### src/rtl/mlss_pkg.sv
// ----------------------------------------------------------------------------
// mlss_pkg
// Shared constants and types for the motor limit safety supervisor: register
// map, command and state codes, reset values and the structs between modules.
// ----------------------------------------------------------------------------
package mlss_pkg;

   // configuration port address width (seven 32-bit registers)
   localparam int CSR_ADDR_W = 5;
   localparam int CSR_DATA_W = 32;
   localparam int REG_IDX_W  = 3;

   // register indexes (byte address is 4 times the index)
   localparam logic [REG_IDX_W-1:0] REG_MAX_SPEED     = 3'd0;
   localparam logic [REG_IDX_W-1:0] REG_MAX_POSITION  = 3'd1;
   localparam logic [REG_IDX_W-1:0] REG_MIN_POSITION  = 3'd2;
   localparam logic [REG_IDX_W-1:0] REG_POS_CHECK_EN  = 3'd3;
   localparam logic [REG_IDX_W-1:0] REG_FAULT_CONFIRM = 3'd4;
   localparam logic [REG_IDX_W-1:0] REG_SHUTDOWN      = 3'd5;
   localparam logic [REG_IDX_W-1:0] REG_RESTART_DELAY = 3'd6;

   // command codes
   localparam logic [1:0] CMD_TICK      = 2'd0;
   localparam logic [1:0] CMD_EMERGENCY = 2'd1;
   localparam logic [1:0] CMD_CLEAR     = 2'd2;

   // safety state codes
   localparam logic [2:0] ST_NORMAL         = 3'd0;
   localparam logic [2:0] ST_SPEED_LIMIT    = 3'd1;
   localparam logic [2:0] ST_POSITION_LIMIT = 3'd2;
   localparam logic [2:0] ST_EMERGENCY      = 3'd3;
   localparam logic [2:0] ST_RECOVERING     = 3'd4;

   // register reset values
   localparam logic [30:0]        RST_MAX_SPEED     = 31'h7FFF_FFFF;
   localparam logic signed [31:0] RST_MAX_POSITION  = 32'sh7FFF_FFFF;
   localparam logic signed [31:0] RST_MIN_POSITION  = 32'sh8000_0000;
   localparam logic               RST_POS_CHECK_EN  = 1'b1;
   localparam logic [15:0]        RST_FAULT_CONFIRM = 16'd100;
   localparam logic [15:0]        RST_SHUTDOWN      = 16'd1000;
   localparam logic [15:0]        RST_RESTART_DELAY = 16'd1000;

   typedef struct packed {
      logic [30:0]        max_speed;
      logic signed [31:0] max_position;
      logic signed [31:0] min_position;
      logic               position_check_enable;
      logic [15:0]        fault_confirm_ms;
      logic [15:0]        shutdown_ms;
      logic [15:0]        restart_delay_ms;
   } mlss_cfg_type;

   typedef struct packed {
      logic [2:0] safety_state;
      logic       motor_stop;
      logic       is_safe;
      logic       is_shutdown;
   } mlss_result_type;

endpackage

### src/rtl/mlss_csr.sv
// ----------------------------------------------------------------------------
// mlss_csr
// Configuration register file behind an APB-style port. Zero wait states;
// writes land on the access cycle, reads return the addressed register.
// ----------------------------------------------------------------------------
module mlss_csr
   import mlss_pkg::*;
(
   input  logic                  clock,
   input  logic                  reset,
   input  logic                  csr_psel,
   input  logic                  csr_penable,
   input  logic                  csr_pwrite,
   input  logic [CSR_ADDR_W-1:0] csr_paddr,
   input  logic [CSR_DATA_W-1:0] csr_pwdata,
   output logic [CSR_DATA_W-1:0] csr_prdata,
   output logic                  csr_pready,
   output mlss_cfg_type          cfg
);

   mlss_cfg_type          cfg_ff;
   mlss_cfg_type          cfg_in;
   logic [REG_IDX_W-1:0]  reg_idx;
   logic                  wr_en;

   assign reg_idx    = csr_paddr[CSR_ADDR_W-1:2];
   assign wr_en      = csr_psel && csr_penable && csr_pwrite;
   assign csr_pready = 1'b1;
   assign cfg        = cfg_ff;

   // register write decode
   always_comb begin
      cfg_in = cfg_ff;
      if (wr_en) begin
         case (reg_idx)
            REG_MAX_SPEED:     cfg_in.max_speed             = csr_pwdata[30:0];
            REG_MAX_POSITION:  cfg_in.max_position          = csr_pwdata;
            REG_MIN_POSITION:  cfg_in.min_position          = csr_pwdata;
            REG_POS_CHECK_EN:  cfg_in.position_check_enable = csr_pwdata[0];
            REG_FAULT_CONFIRM: cfg_in.fault_confirm_ms      = csr_pwdata[15:0];
            REG_SHUTDOWN:      cfg_in.shutdown_ms           = csr_pwdata[15:0];
            REG_RESTART_DELAY: cfg_in.restart_delay_ms      = csr_pwdata[15:0];
            default:           cfg_in = cfg_ff;
         endcase
      end
   end

   always_ff @(posedge clock) begin
      if (reset) begin
         cfg_ff.max_speed             <= RST_MAX_SPEED;
         cfg_ff.max_position          <= RST_MAX_POSITION;
         cfg_ff.min_position          <= RST_MIN_POSITION;
         cfg_ff.position_check_enable <= RST_POS_CHECK_EN;
         cfg_ff.fault_confirm_ms      <= RST_FAULT_CONFIRM;
         cfg_ff.shutdown_ms           <= RST_SHUTDOWN;
         cfg_ff.restart_delay_ms      <= RST_RESTART_DELAY;
      end else begin
         cfg_ff <= cfg_in;
      end
   end

   // read mux
   always_comb begin
      case (reg_idx)
         REG_MAX_SPEED:     csr_prdata = {1'b0, cfg_ff.max_speed};
         REG_MAX_POSITION:  csr_prdata = cfg_ff.max_position;
         REG_MIN_POSITION:  csr_prdata = cfg_ff.min_position;
         REG_POS_CHECK_EN:  csr_prdata = {31'd0, cfg_ff.position_check_enable};
         REG_FAULT_CONFIRM: csr_prdata = {16'd0, cfg_ff.fault_confirm_ms};
         REG_SHUTDOWN:      csr_prdata = {16'd0, cfg_ff.shutdown_ms};
         REG_RESTART_DELAY: csr_prdata = {16'd0, cfg_ff.restart_delay_ms};
         default:           csr_prdata = '0;
      endcase
   end

endmodule

### src/rtl/mlss_supervisor.sv
// ----------------------------------------------------------------------------
// mlss_supervisor
// Supervisor state and its single-pass update: emergency service, shutdown
// hold and recovery timing, and the speed and position limit checks.
// ----------------------------------------------------------------------------
module mlss_supervisor
   import mlss_pkg::*;
(
   input  logic               clock,
   input  logic               reset,
   input  logic               step_en,
   input  logic [1:0]         cmd,
   input  logic [31:0]        now_ms,
   input  logic signed [31:0] position,
   input  logic signed [31:0] speed,
   input  logic               position_mode,
   input  mlss_cfg_type       cfg,
   output mlss_result_type    result
);

   logic [2:0]  cur_state_ff,  cur_state_in;
   logic        emerg_pend_ff, emerg_pend_in;
   logic        shut_down_ff,  shut_down_in;
   logic        fault_vld_ff,  fault_vld_in;
   logic        shdn_vld_ff,   shdn_vld_in;
   logic [31:0] fault_start_ff, fault_start_in;
   logic [31:0] shdn_start_ff,  shdn_start_in;

   logic [31:0] shdn_elapsed;
   logic [31:0] fault_elapsed;
   logic [31:0] speed_mag;
   logic [16:0] restart_limit;
   logic        speed_fault;
   logic        pos_fault;
   logic [2:0]  fault_code;
   logic        stop;

   // elapsed times, zero when the start mark is not valid
   assign shdn_elapsed  = shdn_vld_ff  ? (now_ms - shdn_start_ff)  : 32'd0;
   assign fault_elapsed = fault_vld_ff ? (now_ms - fault_start_ff) : 32'd0;
   assign restart_limit = {1'b0, cfg.shutdown_ms} + {1'b0, cfg.restart_delay_ms};

   // limit checks; the magnitude of the most negative speed is 2^31
   assign speed_mag   = speed[31] ? (~speed + 32'd1) : speed;
   assign speed_fault = speed_mag > {1'b0, cfg.max_speed};
   assign pos_fault   = cfg.position_check_enable &&
                        ((position < cfg.min_position) || (position > cfg.max_position));
   assign fault_code  = pos_fault ? ST_POSITION_LIMIT :
                        speed_fault ? ST_SPEED_LIMIT : ST_NORMAL;

   // next state for one transaction
   always_comb begin
      cur_state_in   = cur_state_ff;
      emerg_pend_in  = emerg_pend_ff;
      shut_down_in   = shut_down_ff;
      fault_vld_in   = fault_vld_ff;
      shdn_vld_in    = shdn_vld_ff;
      fault_start_in = fault_start_ff;
      shdn_start_in  = shdn_start_ff;
      stop           = 1'b0;
      case (cmd)
         CMD_EMERGENCY: begin
            emerg_pend_in = 1'b1;
         end
         CMD_CLEAR: begin
            if (shut_down_ff) begin
               cur_state_in  = ST_NORMAL;
               emerg_pend_in = 1'b0;
               shut_down_in  = 1'b0;
               fault_vld_in  = 1'b0;
               shdn_vld_in   = 1'b0;
            end
         end
         CMD_TICK: begin
            if (emerg_pend_ff) begin
               cur_state_in  = ST_EMERGENCY;
               stop          = 1'b1;
               shut_down_in  = 1'b1;
               shdn_start_in = now_ms;
               shdn_vld_in   = 1'b1;
               emerg_pend_in = 1'b0;
            end else if (shut_down_ff) begin
               if (shdn_elapsed < {16'd0, cfg.shutdown_ms}) begin
                  stop = 1'b1;
               end else begin
                  cur_state_in = ST_RECOVERING;
                  if ((shdn_elapsed >= {15'd0, restart_limit}) && position_mode) begin
                     shut_down_in = 1'b0;
                     cur_state_in = ST_NORMAL;
                     fault_vld_in = 1'b0;
                  end
               end
            end else if (position_mode && (fault_code != ST_NORMAL)) begin
               if (cur_state_ff == fault_code) begin
                  if (fault_elapsed >= {16'd0, cfg.fault_confirm_ms}) begin
                     stop          = 1'b1;
                     shut_down_in  = 1'b1;
                     shdn_start_in = now_ms;
                     shdn_vld_in   = 1'b1;
                  end
               end else begin
                  fault_start_in = now_ms;
                  fault_vld_in   = 1'b1;
                  cur_state_in   = fault_code;
               end
            end else begin
               cur_state_in = ST_NORMAL;
               fault_vld_in = 1'b0;
            end
         end
         default: begin
            cur_state_in = cur_state_ff;
         end
      endcase
   end

   // result reflects the state after the transaction
   assign result.safety_state = cur_state_in;
   assign result.motor_stop   = stop;
   assign result.is_safe      = (cur_state_in == ST_NORMAL) && !shut_down_in;
   assign result.is_shutdown  = shut_down_in;

   // control state
   always_ff @(posedge clock) begin
      if (reset) begin
         cur_state_ff  <= ST_NORMAL;
         emerg_pend_ff <= 1'b0;
         shut_down_ff  <= 1'b0;
         fault_vld_ff  <= 1'b0;
         shdn_vld_ff   <= 1'b0;
      end else if (step_en) begin
         cur_state_ff  <= cur_state_in;
         emerg_pend_ff <= emerg_pend_in;
         shut_down_ff  <= shut_down_in;
         fault_vld_ff  <= fault_vld_in;
         shdn_vld_ff   <= shdn_vld_in;
      end
   end

   // timestamps, qualified by their valid flags
   always_ff @(posedge clock) begin
      if (step_en) begin
         fault_start_ff <= fault_start_in;
         shdn_start_ff  <= shdn_start_in;
      end
   end

endmodule

### src/rtl/motor_limit_safety_supervisor_core.sv
// ----------------------------------------------------------------------------
// motor_limit_safety_supervisor_core
// Top level: request register, supervisor update and response register.
// ----------------------------------------------------------------------------
// Takes one command transaction per clock cycle while rsp_ready stays high
// and returns exactly one response per command. A request is captured in an
// input register, the supervisor state is updated by a single pass of compare
// and subtract logic, and the response lands in an output register, so
// sustained throughput is one transaction per cycle as long as rsp_ready stays
// high. While a response waits, the request register can still take one more
// transaction, after which req_ready stays low until the response is taken.
// Limits and timing are set through the APB-style csr_ port (registers at byte
// addresses 0x00 to 0x18) and should be written only while no transaction is
// in flight.
module motor_limit_safety_supervisor_core
   import mlss_pkg::*;
(
   input  logic                  clock,
   input  logic                  reset,
   // request channel
   input  logic                  req_valid,
   output logic                  req_ready,
   input  logic [1:0]            req_cmd,
   input  logic [31:0]           req_now_ms,
   input  logic signed [31:0]    req_position,
   input  logic signed [31:0]    req_speed,
   input  logic                  req_position_mode,
   // response channel
   output logic                  rsp_valid,
   input  logic                  rsp_ready,
   output logic [2:0]            rsp_safety_state,
   output logic                  rsp_motor_stop,
   output logic                  rsp_is_safe,
   output logic                  rsp_is_shutdown,
   // configuration port
   input  logic                  csr_psel,
   input  logic                  csr_penable,
   input  logic                  csr_pwrite,
   input  logic [CSR_ADDR_W-1:0] csr_paddr,
   input  logic [CSR_DATA_W-1:0] csr_pwdata,
   output logic [CSR_DATA_W-1:0] csr_prdata,
   output logic                  csr_pready
);

   mlss_cfg_type       cfg;
   mlss_result_type    step_result;

   logic               in_vld_ff,  in_vld_in;
   logic [1:0]         in_cmd_ff;
   logic [31:0]        in_now_ff;
   logic signed [31:0] in_pos_ff;
   logic signed [31:0] in_spd_ff;
   logic               in_pmode_ff;
   logic               rsp_vld_ff, rsp_vld_in;
   mlss_result_type    rsp_ff;
   logic               advance;
   logic               req_take;

   mlss_csr u_csr (
      .clock       (clock),
      .reset       (reset),
      .csr_psel    (csr_psel),
      .csr_penable (csr_penable),
      .csr_pwrite  (csr_pwrite),
      .csr_paddr   (csr_paddr),
      .csr_pwdata  (csr_pwdata),
      .csr_prdata  (csr_prdata),
      .csr_pready  (csr_pready),
      .cfg         (cfg)
   );

   mlss_supervisor u_supervisor (
      .clock         (clock),
      .reset         (reset),
      .step_en       (advance),
      .cmd           (in_cmd_ff),
      .now_ms        (in_now_ff),
      .position      (in_pos_ff),
      .speed         (in_spd_ff),
      .position_mode (in_pmode_ff),
      .cfg           (cfg),
      .result        (step_result)
   );

   // pipeline flow control
   assign advance   = in_vld_ff && (!rsp_vld_ff || rsp_ready);
   assign req_ready = !in_vld_ff || advance;
   assign req_take  = req_valid && req_ready;

   assign in_vld_in  = req_take || (in_vld_ff && !advance);
   assign rsp_vld_in = advance || (rsp_vld_ff && !rsp_ready);

   always_ff @(posedge clock) begin
      if (reset) begin
         in_vld_ff  <= 1'b0;
         rsp_vld_ff <= 1'b0;
      end else begin
         in_vld_ff  <= in_vld_in;
         rsp_vld_ff <= rsp_vld_in;
      end
   end

   // request payload register
   always_ff @(posedge clock) begin
      if (req_take) begin
         in_cmd_ff   <= req_cmd;
         in_now_ff   <= req_now_ms;
         in_pos_ff   <= req_position;
         in_spd_ff   <= req_speed;
         in_pmode_ff <= req_position_mode;
      end
   end

   // response payload register
   always_ff @(posedge clock) begin
      if (advance) begin
         rsp_ff <= step_result;
      end
   end

   assign rsp_valid        = rsp_vld_ff;
   assign rsp_safety_state = rsp_ff.safety_state;
   assign rsp_motor_stop   = rsp_ff.motor_stop;
   assign rsp_is_safe      = rsp_ff.is_safe;
   assign rsp_is_shutdown  = rsp_ff.is_shutdown;

endmodule

### config.mk
export PLATFORM = sky130hd
export DESIGN_NAME = motor_limit_safety_supervisor_core
export DESIGN_NICKNAME = d
export VERILOG_FILES = /design/src/rtl/mlss_pkg.sv /design/src/rtl/mlss_csr.sv /design/src/rtl/mlss_supervisor.sv /design/src/rtl/motor_limit_safety_supervisor_core.sv
export SDC_FILE = /design/constraint.sdc
export NUM_CORES = 1
export LEC_CHECK = 0
export BUFFER_PORTS_ARGS = -buffer_cell sky130_fd_sc_hd__buf_4
export CORE_ASPECT_RATIO = 0.5
export CORE_MARGIN = 5
export CORE_UTILIZATION = 55
export DETAILED_ROUTE_END_ITERATION = 6
export PLACE_DENSITY_LB_ADDON = 0.3
export SETUP_SLACK_MARGIN = 0.15
export SLEW_MARGIN = 20
export SYNTH_ARGS = -nofsm -noshare
export SYNTH_HDL_FRONTEND = slang
export SYNTH_SLANG_ARGS = --single-unit
### constraint.sdc
create_clock -name clock -period 9.4 [get_ports clock]
set_input_delay 0 -clock clock [delete_from_list [all_inputs] [get_ports clock]]
set_output_delay 0 -clock clock [all_outputs]
set_load 0.005 [all_outputs]
# Yosys cells after proc, flatten, opt, wreduce, memory -nomap -nowiden
# Index checks and enable logic that the tools add are counted.
# W data, S select, Z words.
# word_totals
latchBits	0
in_bits	143
mem_count	0
mem_bits_rw	0
register_bits	322
mem_bits_ro	0
word_cells	144
output_inout_bits	41
# op_classes
addsub	4
bitwise	4
n_eq_ne	19
n_mul	0
magnitude_cmp	6
div_mod_pow	0
n_reduce_logical	41
muxes	45
shifts	0
# op_table
cell	count
$mux W32	8
$pmux W32 S7	1
$sub A32 B32 Y32	2
$add A32 B1 Y32 const B	1
$ge A32 B16 Y1	1
$ge A32 B17 Y1	1
$gt A32 B31 Y1	1
$gt A32 B32 Y1	1
$lt A32 B16 Y1	1
$lt A32 B32 Y1	1
$not A32 Y32	1
$mux W3	8
$mux W1	23
$add A16 B16 Y17	1
$reduce_and A2 Y1	7
$reduce_and A7 Y1	2
$reduce_and A6 Y1	2
$logic_and A1 B1 Y1	10
$eq A3 B3 Y1 const B	3
$ne A3 B1 Y1 const B	3
$reduce_bool A2 Y1	4
$eq A3 B2 Y1 const B	2
$logic_not A3 Y1	2
$ne A3 B3 Y1 const B	2
17 further kinds	31

# Longest topological paths before layout
# depth
depth_word	14
ltp_mapped	25
ltp_nobuf	25

# Hierarchy
# From an unflattened synthesis, not the netlist that was laid out.
# hier_totals
hier_cells	2325
hier_area_um2	21914.8
# by_module_without_submodules
module	area_per_inst_um2	n_inst	cells_per_inst	seq_area_each_um2
mlss_supervisor	11783.8	1	1499	2062.0
mlss_csr	6874.1	1	711	2882.8
motor_limit_safety_supervisor_core	3256.9	1	115	3193.1

# Worst setup path before layout
# No wires, ideal clock.
# synth_path
path_type	register to register
startpoint	register in_spd_ff[17]
endpoint	register u_supervisor.fault_start_ff[0], enable pin
t_arrival_ps	6440
stages_incl_launch_ff	19
path_buffers	0
t_required_ps	8939
synth_period_minus_slack_ps	6901
path_slack_ps	2499
path_cell_list	edfxtp_1 or4_4 or3_4 or3_4 or3_4 or3_4 o31ai_1 xnor2_1 ha_1 nand4_1 nor4bb_1 o21ai_0 a31oi_1 nor3_1 o22ai_4 xnor2_1 a31oi_4 nand2_1 nor3_1
# synth_via
elab_chain_len	9
elab_cells_between_ends	11
cone_classes	add/sub: 1; order compare: 1; eq/ne: 1; mux: 3; bitwise: 2; reduce/logical: 3
# synth_lines
item	line	source
start: declaration	motor_limit_safety_supervisor_core.sv:52	logic signed [31:0] in_spd_ff;
start signal: assignment	motor_limit_safety_supervisor_core.sv:109	in_spd_ff <= req_speed;
$not A32 Y32	mlss_supervisor.sv:44	assign speed_mag = speed[31] ? (~speed + 32'd1) : speed;
$add A32 B1 Y32	mlss_supervisor.sv:44	
$mux W32 (*)	mlss_supervisor.sv:44	
$gt A32 B31 Y1 (*)	mlss_supervisor.sv:45	assign speed_fault = speed_mag > {1'b0, cfg.max_speed};
$mux W1 (*)	mlss_supervisor.sv:49	speed_fault ? ST_SPEED_LIMIT : ST_NORMAL;
$mux W3 (*)	mlss_supervisor.sv:48	assign fault_code = pos_fault ? ST_POSITION_LIMIT :
$eq A3 B3 Y1 / $reduce_bool A3 Y1 (equally long branches)	mlss_supervisor.sv:94, mlss_supervisor.sv:93	
$not A1 Y1 (no line) / $logic_and A1 B1 Y1 (equally long branches)	--	
$reduce_and A6 Y1 (no line) (*)	--	
end signal: assignment	mlss_supervisor.sv:143	fault_start_ff <= fault_start_in;
end: declaration	mlss_supervisor.sv:26	logic [31:0] fault_start_ff, fault_start_in;
# Mark *: on every way between the ends. The rest lies on a longest branch, timed or not.
# A chain may end at the register's enable or synchronous reset.

==> impl_metrics.ini <==
[finish]
nFillCells = 2938
post-route-cell-area_mm2 = 0.0249
nNetsFinal = 2960
area_delta_synth_final_pct = 20.4
layout-drive-gt1-share_pct = 10.8

[floorplanning]
start_util_pct = 55.5
core-area_mm2 = 0.0372
die_h_um = 147
rows = 50
dieWidth_um = 284
pin_count = 184
die_area_mm2 = 0.0418

[place]
placed_area_mm2 = 0.0224
dpl.hpwl_um = 40800
routabilityCongestion = 0.914
io_buffers = 180
place_ws_ns = 3.24

[sta]
fin_crit_sh_pct = 66.3
setup_ws_ns = 3.17
worst_pin_slew_ns = 1.11
grt_setup_unrepaired = no
finalCriticalPeriod_ns = 6.23
finalHoldViolations = 0
max_clock_freq_mhz = 160
slew_headroom_pct = 26.1
clock_skew_ns = 0.0199
finalMaxSlewViolations = 0
tns_ns = 0
setup_viol = 0

[cts]
cts_made_buffers = 31
cts-root-buf = clkbuf_16
clock_path_buffers = 3
ctsResizeCount = 0
cts.sinks = 322
cts.reportedPaths.clkPinSlew_ns = 0.07
cts-htree-levels = 1
cts_tree = done
insertion_delay_ns = 0.61

[synth]
synth_top_flop_cell = edfxtp_1
syn-instance-count = 2320
synth-seq-area-share_pct = 39.4
ys_types = 84
syn_nets = 2687
synth-seq-cells = 322
ys_warn_count = 0
syn_area_per_cell_um2 = 8.91
synth-edff-count = 169
async_flop_share_pct = 0
syn-cell-area_mm2 = 0.0207

[global_routing]
grt.overflow.total = 0
antenna_found_initial = 1
first_global_vias = 17600
grt_first_pass_wirelength_um = 92800
track_usage_pct = 26.9
grt_max_degree = 72

[worst_setup_path]
crit_path_max_incr_delay_ns = 0.94
criticalPathCategory = reg -> reg
timing.rr.start = in_now_ff[0]$_DFFE_PP_
crit_end = rsp_is_safe$_DFFE_PP_
worstPathMaxFanout = 5
critPathSlowestCell = a2111oi_1
cp-start-kind = register
crit_arrival_ns = 6.58
worstSetupEndpointType = register
worstReg2RegEnd = rsp_is_safe$_DFFE_PP_
crit_chain = inv_1 > ha_1 > inv_1 > fa_1 > a211oi_1 > o31ai_1 > o2111a_1 > nor3_1 > o21ai_0 > xnor2_1 > nor2_1 > ha_1 > a211oi_1 > a31oi_1 > a2111oi_1 > a31o_2 > nand3_1 > o21ai_0 > a21boi_0 > o32a_1 > nor4_2
startpoint = in_now_ff[0]$_DFFE_PP_
critPathRequiredTime_ns = 9.75
worst-r2r-cell-count = 21
r2r_slack_ns = 3.17

[detailed_routing]
drtIter0Drc = 1694
vias = 18400
vias_per_cell = 5.90
routedWlPerCell_um = 18.8
firstDrtPassIters = 7
drcViolationCount = 0
antenna_left = 0
wirelength_um = 58500

[power_and_ir_drop]
ir_drop_v = 0.000149
leakage_nw = 10.7
cellPowerDensity_mw_per_mm2 = 136

[run_status]
status = finished clean

[run]
drv_cap = 0

[hold_path]
hold_class = in -> reg
==> per-stage QoR <==
stage | hold WS, ns | power (W) | util (%) | instances
2_1_floorplan | 0.0989 | 0.00184 | - | 2320
3_3_place_gp | 0.178 | 0.00200 | 60.2 | 2916
3_5_place_dp | 0.179 | 0.00201 | 60.2 | 2916
4_1_cts | 0.0405 | 0.00338 | 66.8 | 3112
5_1_grt | 0.0767 | 0.00349 | 66.8 | 3113
6_report | 0.0739 | 0.00337 | 66.9 | 3114
==> flip-flops by register name, summed over array words and instances (netlist names), 2 cells and up <==
name and flops:
in_pos_ff 32, u_supervisor.shdn_start_ff 32, rsp_safety_state 3, u_supervisor.cur_state_ff 3
in_spd_ff 32, in_now_ff 32, in_cmd_ff 2, u_csr.cfg 144
u_supervisor.fault_start_ff 32
==> cells by family (layout without fill, tap and decap cells) <==
| family | count (synthesis) | in the layout | synth area share [%] |
|---|---|---|---|
| AOI/OAI and AO/OA | 645 | 645 | 20.2 |
| DFF | 322 | 322 | 39.4 |
| adders and majority gates | 224 | 224 | 13.7 |
| and+or+nand+nor | 677 | 677 | 14.9 |
| buffers and inverters | 321 | 619 | 5.85 |
| muxes | 57 | 57 | 2.83 |
| xor gates and xnor gates | 73 | 73 | 3.09 |
| other | 1 | 3 | 0.0181 |
==> cell usage in the layout (no fill, tap or decap), drive strengths merged, types with 6 or more instances in the layout <==
cell,n
a2111oi,8
a211oi,27
a21boi,9
a21o,40
a21oi,227
a22oi,7
a31oi,17
and2,18
and3,12
buf,193
clkbuf,44
clkinv,13
dfxtp,153
dlygate4sd3,138
edfxtp,169
ha,221
inv,229
mux2i,54
nand2,307
nand2b,25
nand3,39
nand4,29
nor2,154
nor2b,15
nor3,31
o2111a,6
o2111ai,7
o211ai,93
o21a,21
o21ai,91
o21bai,8
o22ai,9
o31ai,16
o41ai,7
or3,11
or4,7
xnor2,52
xor2,21
==> what timing repair did <==
action                     in CTS  in global routing
setup endpoints to repair       0                  0
hold buffers                  138                  0
buffers inserted                0                  0
hold endpoints to repair      273                  0
==> layout make-up <==
cell class | instances | area, µm² | area share (%)
Clock inverter | 14 | 145 | 0.583
Multi-Input combinational cell | 1677 | 11400 | 45.6
Inverter | 230 | 865 | 3.47
Antenna cell | 2 | 5.00 | 0.0201
Tap cell | 494 | 618 | 2.48
Timing Repair Buffer | 331 | 2830 | 11.4
Clock buffer | 44 | 932 | 3.75
Sequential cell | 322 | 8140 | 32.7
==> worst max-delay path: cells and delay by family (launching register included) <==
kind                     cells  cell delay, ns
buffers and inverters        2            0.16
XOR/XNOR                     1            0.27
AND/OR/NAND/NOR              4            0.84
adder cells (fa/ha/maj)      3            0.80
flip-flops                   1            0.41
AO/OA/AOI/OAI               11            3.52
==> synthesized netlist by cell type (16+ instances only) <==
master	count	area [µm²]
o21ai_0	91	455
dfxtp_1	153	3060
clkbuf_1	77	289
edfxtp_1	169	5070
xor2_1	21	184
nand2_1	306	1150
xnor2_1	52	455
a21oi_1	227	1140
nand4_1	29	181
o31ai_1	16	120
a211oi_1	27	203
and2_1	18	113
a31oi_1	16	100
o21a_1	21	158
mux2i_1	54	541
ha_1	221	2770
nor3_1	30	150
nor2_1	154	578
a21o_1	40	300
inv_1	228	856
nand2b_1	24	150
o211ai_1	93	698
nand3_1	38	190
==> where the power goes <==
group	leakage [nW]	switching, W	internal [W]
Sequential	2.84	0.0000387	0.00152
Combinational	7.29	0.000257	0.000221
Clock	0.539	0.000584	0.000751
==> worst min-delay path by stage <==
stage                                 from                         end  slack, ns  cells past startpoint
after floorplan                 req_cmd[0]      in_cmd_ff[0]$_DFFE_PP_        0.1                      0
after detailed placement    req_now_ms[27]     in_now_ff[27]$_DFFE_PP_       0.18                      1
final                          csr_penable  u_csr.cfg[27]$_SDFFE_PP0P_       0.07                      5
after CTS                      csr_penable  u_csr.cfg[26]$_SDFFE_PP0P_       0.04                      5
after global routing           csr_penable  u_csr.cfg[27]$_SDFFE_PP0P_       0.08                      5
after global placement    req_position[27]     in_pos_ff[27]$_DFFE_PP_       0.18                      1
==> layer usage <==
metal | track usage [%] | up-vias | wire length [µm]
met5 | 0 | - | 0
met4 | 9.65 | 0 | 2390
met3 | 4.02 | 155 | 3680
met2 | 45.6 | 716 | 27200
met1 | 35.4 | 8589 | 25300
li1 | - | 8912 | -
No activity file was read; power rests on OpenSTA's default activity.
